===== src/mlm_pkg.sv =====
package mlm_pkg;

    localparam int NUM_MUTEXES_DEF = 32;
    localparam int NUM_TASKS_DEF   = 64;

    typedef enum logic [1:0] {
        OP_CREATE = 2'd0,
        OP_LOCK   = 2'd1,
        OP_UNLOCK = 2'd2
    } mlm_op_t;

    typedef enum logic [2:0] {
        ST_OK        = 3'd0,
        ST_INVALID   = 3'd1,
        ST_DEADLOCK  = 3'd2,
        ST_NOT_OWNER = 3'd3,
        ST_NONE_FREE = 3'd4,
        ST_QUEUED    = 3'd5
    } mlm_status_t;

    typedef struct packed {
        logic [1:0]        operation;
        logic signed [7:0] mutex_index;
        logic [5:0]        task_id;
        logic [5:0]        native_priority;
    } mlm_req_t;

    typedef struct packed {
        mlm_status_t status;
        logic [4:0]  created_index;
        logic        woken_valid;
        logic [5:0]  woken_task;
        logic        priority_valid;
        logic [5:0]  new_priority;
    } mlm_rsp_t;

endpackage


===== src/mlm_ram.sv =====
module mlm_ram #(
    parameter int WIDTH = 8,
    parameter int DEPTH = 64,
    localparam int ADDR_W = (DEPTH > 1) ? $clog2(DEPTH) : 1
) (
    input  logic              aclk,
    input  logic              wr_en,
    input  logic [ADDR_W-1:0] wr_addr,
    input  logic [WIDTH-1:0]  wr_data,
    input  logic              rd_en,
    input  logic [ADDR_W-1:0] rd_addr,
    output logic [WIDTH-1:0]  rd_data
);

    logic [WIDTH-1:0] mem_reg [DEPTH];
    logic [WIDTH-1:0] rd_data_reg;

    always_ff @(posedge aclk) begin
        if (wr_en) begin
            mem_reg[wr_addr] <= wr_data;
        end
        if (rd_en) begin
            rd_data_reg <= mem_reg[rd_addr];
        end
    end

    assign rd_data = rd_data_reg;

endmodule


===== src/mutex_lock_manager_top.sv =====
// Mutex lock manager. Requests (create, lock, unlock) arrive as beats on the
// s_ channel and each one produces exactly one result beat on the m_ channel,
// in request order. Both channels use valid/ready.
// A request is registered when accepted, and its mutex and task entries are
// fetched from the per-task memories in the same edge. Once the result register
// is free or being taken, the request is resolved in one pass and the result
// lands in the output register, which drives m_valid. One request per cycle is
// taken as long as the receiver keeps m_ready high.
// When the receiver stalls, the result register holds its beat, the request
// register fills behind it, and s_ready drops until the result is taken.
// Reset frees all mutexes, clears the lock and queue-occupancy flags and sets
// every task's held count to zero; queue links need no clearing.
// Held counts are kept as per-task acquire and release counters whose
// difference is the number of mutexes the task holds, so that an unlock with
// a handoff touches each counter memory only once.
module mutex_lock_manager_top #(
    parameter int NUM_MUTEXES = mlm_pkg::NUM_MUTEXES_DEF,
    parameter int NUM_TASKS   = mlm_pkg::NUM_TASKS_DEF
) (
    input  logic             aclk,
    input  logic             aresetn,
    input  logic             s_valid,
    output logic             s_ready,
    input  mlm_pkg::mlm_req_t s_data,
    output logic             m_valid,
    input  logic             m_ready,
    output mlm_pkg::mlm_rsp_t m_data
);

    import mlm_pkg::*;

    localparam int MUTEX_AW = (NUM_MUTEXES > 1) ? $clog2(NUM_MUTEXES) : 1;
    localparam int TASK_AW  = $clog2(NUM_TASKS);
    localparam int CNT_W    = $clog2(NUM_MUTEXES + 1);

    logic                   in_valid_reg, in_valid_next;
    logic                   out_valid_reg, out_valid_next;
    mlm_req_t               req_reg;
    mlm_rsp_t               rsp_reg, rsp_next;
    logic [5:0]             w_reg;
    logic                   acq_a_hit_reg, acq_b_hit_reg, rel_hit_reg, nw_hit_reg;
    logic [CNT_W-1:0]       acq_byp_reg, rel_byp_reg;
    logic [5:0]             nw_byp_reg;

    logic [NUM_MUTEXES-1:0] allocated_reg, allocated_next;
    logic [NUM_MUTEXES-1:0] locked_reg, locked_next;
    logic [NUM_MUTEXES-1:0] nonempty_reg, nonempty_next;
    logic [5:0]             holder_reg [NUM_MUTEXES];
    logic [5:0]             holder_next [NUM_MUTEXES];
    logic [5:0]             queue_head_reg [NUM_MUTEXES];
    logic [5:0]             queue_head_next [NUM_MUTEXES];
    logic [5:0]             queue_tail_reg [NUM_MUTEXES];
    logic [5:0]             queue_tail_next [NUM_MUTEXES];
    logic [NUM_TASKS-1:0]   acq_vld_reg, acq_vld_next;
    logic [NUM_TASKS-1:0]   rel_vld_reg, rel_vld_next;

    logic                   accept, stage_fire;
    logic [MUTEX_AW-1:0]    s_m, m;
    logic [TASK_AW-1:0]     s_task_addr, t_addr, w_addr, head_addr;
    logic [5:0]             head_fetch;
    logic                   m_ok, t_ok, any_free;
    logic [NUM_MUTEXES-1:0] free_vec, free_low;
    logic [MUTEX_AW-1:0]    free_idx;

    logic [CNT_W-1:0]       acq_a_rdata, acq_b_rdata, rel_rdata;
    logic [5:0]             nw_rdata;
    logic [CNT_W-1:0]       acq_t, acq_w, rel_t, held_after;
    logic [5:0]             nw_w;

    logic                   acq_we, rel_we, nw_we;
    logic [TASK_AW-1:0]     acq_waddr, nw_waddr;
    logic [CNT_W-1:0]       acq_wdata, rel_wdata;
    logic [5:0]             nw_wdata;

    assign stage_fire = in_valid_reg && (!out_valid_reg || m_ready);
    assign s_ready    = !in_valid_reg || stage_fire;
    assign accept     = s_valid && s_ready;

    assign m   = MUTEX_AW'($unsigned(req_reg.mutex_index));
    assign t_addr = TASK_AW'(req_reg.task_id);
    assign w_addr = TASK_AW'(w_reg);
    assign m_ok = !req_reg.mutex_index[7]
                  && ({1'b0, $unsigned(req_reg.mutex_index)} < 9'(NUM_MUTEXES));
    assign t_ok = {3'b000, req_reg.task_id} < 9'(NUM_TASKS);

    assign acq_t = acq_vld_reg[t_addr] ? (acq_a_hit_reg ? acq_byp_reg : acq_a_rdata) : '0;
    assign acq_w = acq_vld_reg[w_addr] ? (acq_b_hit_reg ? acq_byp_reg : acq_b_rdata) : '0;
    assign rel_t = rel_vld_reg[t_addr] ? (rel_hit_reg ? rel_byp_reg : rel_rdata) : '0;
    assign nw_w  = nw_hit_reg ? nw_byp_reg : nw_rdata;
    assign held_after = acq_t - rel_t - CNT_W'(1);

    assign free_vec = ~allocated_reg;
    assign free_low = free_vec & (~free_vec + NUM_MUTEXES'(1));
    assign any_free = |free_vec;

    always_comb begin
        free_idx = '0;
        for (int i = 0; i < NUM_MUTEXES; i++) begin
            if (free_low[i]) begin
                free_idx = free_idx | MUTEX_AW'(i);
            end
        end
    end

    always_comb begin
        allocated_next  = allocated_reg;
        locked_next     = locked_reg;
        nonempty_next   = nonempty_reg;
        holder_next     = holder_reg;
        queue_head_next = queue_head_reg;
        queue_tail_next = queue_tail_reg;
        acq_we    = 1'b0;
        acq_waddr = t_addr;
        acq_wdata = acq_t + CNT_W'(1);
        rel_we    = 1'b0;
        rel_wdata = rel_t + CNT_W'(1);
        nw_we     = 1'b0;
        nw_waddr  = TASK_AW'(queue_tail_reg[m]);
        nw_wdata  = req_reg.task_id;
        rsp_next        = '0;
        rsp_next.status = ST_INVALID;
        if (stage_fire) begin
            case (req_reg.operation)
                OP_CREATE: begin
                    if (any_free) begin
                        allocated_next[free_idx] = 1'b1;
                        rsp_next.status        = ST_OK;
                        rsp_next.created_index = 5'(free_idx);
                    end else begin
                        rsp_next.status = ST_NONE_FREE;
                    end
                end
                OP_LOCK: begin
                    if (m_ok && t_ok && allocated_reg[m]) begin
                        if (locked_reg[m] && holder_reg[m] == req_reg.task_id) begin
                            rsp_next.status = ST_DEADLOCK;
                        end else if (locked_reg[m]) begin
                            if (nonempty_reg[m]) begin
                                nw_we = 1'b1;
                            end else begin
                                queue_head_next[m] = req_reg.task_id;
                                nonempty_next[m]   = 1'b1;
                            end
                            queue_tail_next[m] = req_reg.task_id;
                            rsp_next.status    = ST_QUEUED;
                        end else begin
                            locked_next[m] = 1'b1;
                            holder_next[m] = req_reg.task_id;
                            acq_we         = 1'b1;
                            rsp_next.status         = ST_OK;
                            rsp_next.priority_valid = 1'b1;
                        end
                    end
                end
                OP_UNLOCK: begin
                    if (m_ok && t_ok && allocated_reg[m]) begin
                        if (!locked_reg[m] || holder_reg[m] != req_reg.task_id) begin
                            rsp_next.status = ST_NOT_OWNER;
                        end else begin
                            rsp_next.status = ST_OK;
                            rel_we          = 1'b1;
                            if (held_after == '0) begin
                                rsp_next.priority_valid = 1'b1;
                                rsp_next.new_priority   = req_reg.native_priority;
                            end
                            if (nonempty_reg[m]) begin
                                if (w_reg == queue_tail_reg[m]) begin
                                    nonempty_next[m] = 1'b0;
                                end else begin
                                    queue_head_next[m] = nw_w;
                                end
                                holder_next[m] = w_reg;
                                acq_we         = 1'b1;
                                acq_waddr      = w_addr;
                                acq_wdata      = acq_w + CNT_W'(1);
                                rsp_next.woken_valid = 1'b1;
                                rsp_next.woken_task  = w_reg;
                            end else begin
                                locked_next[m] = 1'b0;
                                holder_next[m] = '0;
                            end
                        end
                    end
                end
                default: begin
                    rsp_next.status = ST_INVALID;
                end
            endcase
        end
    end

    always_comb begin
        acq_vld_next = acq_vld_reg;
        rel_vld_next = rel_vld_reg;
        if (acq_we) begin
            acq_vld_next[acq_waddr] = 1'b1;
        end
        if (rel_we) begin
            rel_vld_next[t_addr] = 1'b1;
        end
    end

    assign s_m         = MUTEX_AW'($unsigned(s_data.mutex_index));
    assign s_task_addr = TASK_AW'(s_data.task_id);
    assign head_fetch  = queue_head_next[s_m];
    assign head_addr   = TASK_AW'(head_fetch);

    assign in_valid_next  = accept || (in_valid_reg && !stage_fire);
    assign out_valid_next = stage_fire || (out_valid_reg && !m_ready);

    always_ff @(posedge aclk) begin
        if (!aresetn) begin
            in_valid_reg  <= 1'b0;
            out_valid_reg <= 1'b0;
            allocated_reg <= '0;
            locked_reg    <= '0;
            nonempty_reg  <= '0;
            holder_reg    <= '{default: '0};
            acq_vld_reg   <= '0;
            rel_vld_reg   <= '0;
        end else begin
            in_valid_reg  <= in_valid_next;
            out_valid_reg <= out_valid_next;
            allocated_reg <= allocated_next;
            locked_reg    <= locked_next;
            nonempty_reg  <= nonempty_next;
            holder_reg    <= holder_next;
            acq_vld_reg   <= acq_vld_next;
            rel_vld_reg   <= rel_vld_next;
        end
    end

    always_ff @(posedge aclk) begin
        queue_head_reg <= queue_head_next;
        queue_tail_reg <= queue_tail_next;
        if (accept) begin
            req_reg       <= s_data;
            w_reg         <= head_fetch;
            acq_a_hit_reg <= acq_we && (acq_waddr == s_task_addr);
            acq_b_hit_reg <= acq_we && (acq_waddr == head_addr);
            rel_hit_reg   <= rel_we && (t_addr == s_task_addr);
            nw_hit_reg    <= nw_we && (nw_waddr == head_addr);
            acq_byp_reg   <= acq_wdata;
            rel_byp_reg   <= rel_wdata;
            nw_byp_reg    <= nw_wdata;
        end
        if (stage_fire) begin
            rsp_reg <= rsp_next;
        end
    end

    mlm_ram #(.WIDTH(CNT_W), .DEPTH(NUM_TASKS)) u_acq_a (
        .aclk    (aclk),
        .wr_en   (acq_we),
        .wr_addr (acq_waddr),
        .wr_data (acq_wdata),
        .rd_en   (accept),
        .rd_addr (s_task_addr),
        .rd_data (acq_a_rdata)
    );

    mlm_ram #(.WIDTH(CNT_W), .DEPTH(NUM_TASKS)) u_acq_b (
        .aclk    (aclk),
        .wr_en   (acq_we),
        .wr_addr (acq_waddr),
        .wr_data (acq_wdata),
        .rd_en   (accept),
        .rd_addr (head_addr),
        .rd_data (acq_b_rdata)
    );

    mlm_ram #(.WIDTH(CNT_W), .DEPTH(NUM_TASKS)) u_rel (
        .aclk    (aclk),
        .wr_en   (rel_we),
        .wr_addr (t_addr),
        .wr_data (rel_wdata),
        .rd_en   (accept),
        .rd_addr (s_task_addr),
        .rd_data (rel_rdata)
    );

    mlm_ram #(.WIDTH(6), .DEPTH(NUM_TASKS)) u_next_waiter (
        .aclk    (aclk),
        .wr_en   (nw_we),
        .wr_addr (nw_waddr),
        .wr_data (nw_wdata),
        .rd_en   (accept),
        .rd_addr (head_addr),
        .rd_data (nw_rdata)
    );

    assign m_valid = out_valid_reg;
    assign m_data  = rsp_reg;

endmodule

===== config.mk =====
export PLATFORM = sky130hd
export DESIGN_NAME = mutex_lock_manager_top
export DESIGN_NICKNAME = d
export VERILOG_FILES = /design/src/mlm_pkg.sv /design/src/mlm_ram.sv /design/src/mutex_lock_manager_top.sv
export SDC_FILE = /design/constraint.sdc
export NUM_CORES = 2
export LEC_CHECK = 0
export BUFFER_PORTS_ARGS = -buffer_cell sky130_fd_sc_hd__buf_2
export CAP_MARGIN = 30
export CORE_MARGIN = 2
export CORE_UTILIZATION = 55
export CTS_BUF_LIST = sky130_fd_sc_hd__clkbuf_16
export CTS_CLUSTER_DIAMETER = 30
export DETAILED_ROUTE_END_ITERATION = 7
export PLACE_DENSITY_LB_ADDON = 0.08
export REMOVE_ABC_BUFFERS = 1
export SYNTH_ARGS = -nofsm -noshare
export SYNTH_HDL_FRONTEND = slang
export SYNTH_HIERARCHICAL = 1
export SYNTH_SLANG_ARGS = --single-unit
export TNS_END_PERCENT = 50

===== constraint.sdc =====
create_clock -name aclk -period 9.4 [get_ports aclk]
set_input_delay 0.47 -clock aclk [delete_from_list [all_inputs] [get_ports aclk]]
set_output_delay 0.47 -clock aclk [all_outputs]
set_load 0.02 [all_outputs]

==> impl_metrics.csv <==
group,metric,value,unit
die,row_count,160,
worst_setup_path,critPathBufInv,5,
die,core,190000,um2
synthesis,synth_commonest_cells,"edfxtp_1 (1,824), nor2_1 (684), dfxtp_1 (610), nand2_1 (605), mux4_2 (375)",
worst_setup_path,cp-endpoint,"u_next_waiter/rd_data[2]",
worst_setup_path,start_kind,"register",
worst_setup_path,critPathMaxFanout,93,
die,initial_core_util,55.3,%
clock_network,clock_latency,0.99,ns
synthesis,async_reset_ff_share,0,%
worst_setup_path,slowest_delay,0.72,ns
synthesis,synth_top_cell_by_area,"edfxtp_1",
worst_setup_path,critical_path_depth,21,
worst_hold_path,worstHoldPathType,"input port to register",
synthesis,synth_flop_cell,"edfxtp_1",
placement,dpl.hpwl,232000,um
worst_setup_path,regToRegStartpoint,"m[1]",
worst_setup_path,criticalPathCategory,"register to register",
die,die_y,441,um
worst_setup_path,cp.required,10.11,ns
synthesis,synth.distinct_cells,109,
route,wire_per_inst,33.1,um
finish,syn_to_final_growth,19.5,%
synthesis,ys_seq_area_share,63.6,%
synthesis,synth_compound_area_share,11.5,%
clock_network,tritoncts,"yes",
worst_setup_path,endpoint_kind,"register",
route,dr.pass1.iters,8,
die,die_x,441,um
synthesis,synthMuxAreaShare,12.8,%
timing,worst_pin_slew,1.14,ns
global_routing,grt.total_usage,36.2,%
synthesis,synth_fa_ha_area_share,0.162,%
finish,fillers,13500,
synthesis,synth_top_family_by_area,"multiplexers",
timing,hold_viol,0,
outcome,status,"finished, final reports clean",
placement,place.gp.congestion,1.03,
clock_network,cts_root_buffer,"clkbuf_16",
power_and_ir_drop,power_leakage,0.0467,uW
worst_setup_path,cpLargestDelayFamily,"compound AO/OA/AOI/OAI gates",
timing,finalCritPeriodShare,99.2,%
synthesis,synth-xor-area-share,0.316,%
worst_setup_path,rrSetupSlack,0.08,ns
worst_setup_path,crit_arrival,10.04,ns
timing,fin_skew,0.0577,ns
synthesis,synth_most_common_cell,"edfxtp_1",
route,num_vias,73200,
finish,drive_gt1_share,20.8,%
clock_network,numClockSinks,2434,
route,drtIter0Drc,9466,
timing,hold_slack,0.00979,ns
worst_setup_path,critPathSlowestCell,"and4_2",
timing,rsz0062_at_grt,"no",
worst_setup_path,r2r_end,"u_next_waiter/rd_data[2]",
synthesis,syn-cell-area,105000,um2
finish,layout.nets,7915,
synthesis,synth-simple-area-share,8.89,%
synthesis,synth_warnings,6,
worst_setup_path,cp_common_cell,"buf_4",
power_and_ir_drop,ir_worst_vdd,234,uV
clock_network,h-tree-depth,5,
global_routing,grt_pass1_wl,508000,um
timing,setup_viol,0,
worst_setup_path,cp-startpoint,"m[1]",
die,io_pins,50,
synthesis,synth_area_leaders,"edfxtp_1 (52%), dfxtp_1 (12%), mux4_2 (8.0%)",
die,die_area,195000,um2
timing,fin_crit,9.32,ns
route,ant_nets,0,
timing,max-slew-margin-rel,23.6,%
global_routing,grt_pass1_vias,71000,
timing,slew_violations,0,
worst_setup_path,cp_cell_sequence,"buf_12 -> mux2i_1 -> o22ai_1 -> nor4_1 -> nand2_1 -> xnor2_1 -> and4_2 -> buf_4 -> nor3_1 -> o21ai_0 -> a221o_1 -> o2111a_1 -> o2111ai_1 -> a32oi_4 -> buf_12 -> buf_4 -> mux4_2 -> mux2i_1 -> a211oi_1 -> buf_4 -> a32o_1",
worst_setup_path,rr_worst_depth,21,
clock_network,cts_buffers,486,
route,wirelength,357000,um
synthesis,syn_inst,7533,
synthesis,synth_edf_count,1824,
global_routing,gr-total-overflow,0,
route,drc,0,
placement,place.port_buffers,49,
synthesis,synth_top_area_share,52.0,%
timing,tns,0,ns
synthesis,avgSynthCellArea,14.0,um2
global_routing,grt_max_degree,132,
route,via_per_inst,6.77,
run,cap_violations,0,
global_routing,antenna_found_initial,18,
power_and_ir_drop,power.density,240,nW/um2
clock_network,cts.path.max_buffers,4,
clock_network,clkTransAtPathRegs,0.05,ns
synthesis,synth_seq_cells,2434,
timing,fmax,0.107,GHz
[routing by layer]
metal	up-vias	track usage, %	wire length, um
met3	1080	9.67	37500
met5	-	0	42
met1	37100	49.0	139000
met2	4473	54.5	161000
met4	6	17.7	19700
li1	30500	-	-
[what timing repair did]
item,in CTS,in global routing
resized for setup,0,1
endpoints found under the hold margin,13,0
endpoints found under the setup margin,0,7
buffers inserted,0,2
hold buffers,14,0
[cell type report]
cell class	count	area, um2	share of cell area, %
diodes	12	30.0	0.0239
well taps	2511	3140	2.50
clock buffers	493	12300	9.81
repair buffers	387	3360	2.67
clock inverters	405	3930	3.12
inverters	70	267	0.212
flip-flops and latches	2434	67000	53.3
multi-input cells	4497	35700	28.4
[through the flow]
stage	area (um2)	worst slack (ns)	util, %	std cells	total power, uW
floorplan	103000	-24.67	-	7001	12800
global placement	109000	0.225	57.2	9847	13400
detailed placement	109000	0.248	57.4	9878	13400
CTS	126000	0.187	66.0	10800	30200
global route	126000	0.0313	66.1	10800	30800
finish	126000	0.0766	66.1	10800	30100
[kinds of logic (layout without fill, tap and decap cells)]
| family | count (synthesis) | in the layout |
|---|---|---|
| xor gates and xnor gates | 38 | 38 |
| DFF | 2434 | 2434 |
| muxes | 802 | 802 |
| adders and majority gates | 13 | 13 |
| buffers and inverters | 602 | 1355 |
| other | 0 | 12 |
| AOI/OAI and AO/OA | 1628 | 1628 |
| and+or+nand+nor | 2016 | 2016 |
[cell usage in the layout (no fill, tap or decap), drive strengths merged, types with 24 or more instances in the layout]
cell type  Yosys  routed
o22a          34      34
xnor2         30      30
o211a        260     260
mux2i        314     314
o211ai        33      33
o31ai         41      41
a221oi        35      35
a211oi        43      43
mux4         414     414
nor4          53      53
o22ai        177     177
buf          184     370
bufinv         0      57
mux2          74      74
clkinv         3     183
nor2b        104     104
nand2        605     605
a221o         27      27
o221ai        53      53
and3          35      35
edfxtp      1824    1824
nand2b        31      31
nor2         685     685
nor3          98      98
inv           67     181
a21oi        244     244
nand4         62      62
a31oi         71      71
o21a         106     106
dfxtp        610     610
and2          51      51
clkbuf       348     494
a22oi         91      91
clkinvlp       0      54
o21ai        196     196
nand3        152     152
o311ai        24      24
a21o          36      36
[report_power, final]
part           total, uW  switching [uW]  internal [uW]
clock network      16900            5790          11100
logic               1640            1100            537
registers          11600            67.2          11500
total              30100            6950          23200
[worst min path at each step]
stage / startpoint / to / slack, ns / cells after the start
final: aresetn / acq_vld_reg[21] / 0.01 / 2
after floorplan: queue_head_reg[5] / queue_head_reg[5] / 0.42 / 2
after global routing: aresetn / acq_vld_reg[21] / 0.04 / 2
after global placement: queue_head_reg[12] / queue_head_reg[12] / 0.43 / 2
after detailed placement: queue_head_reg[120] / queue_head_reg[120] / 0.44 / 2
after CTS: aresetn / acq_vld_reg[4] / 0.008 / 2
(Power assumes the default switching activity.)
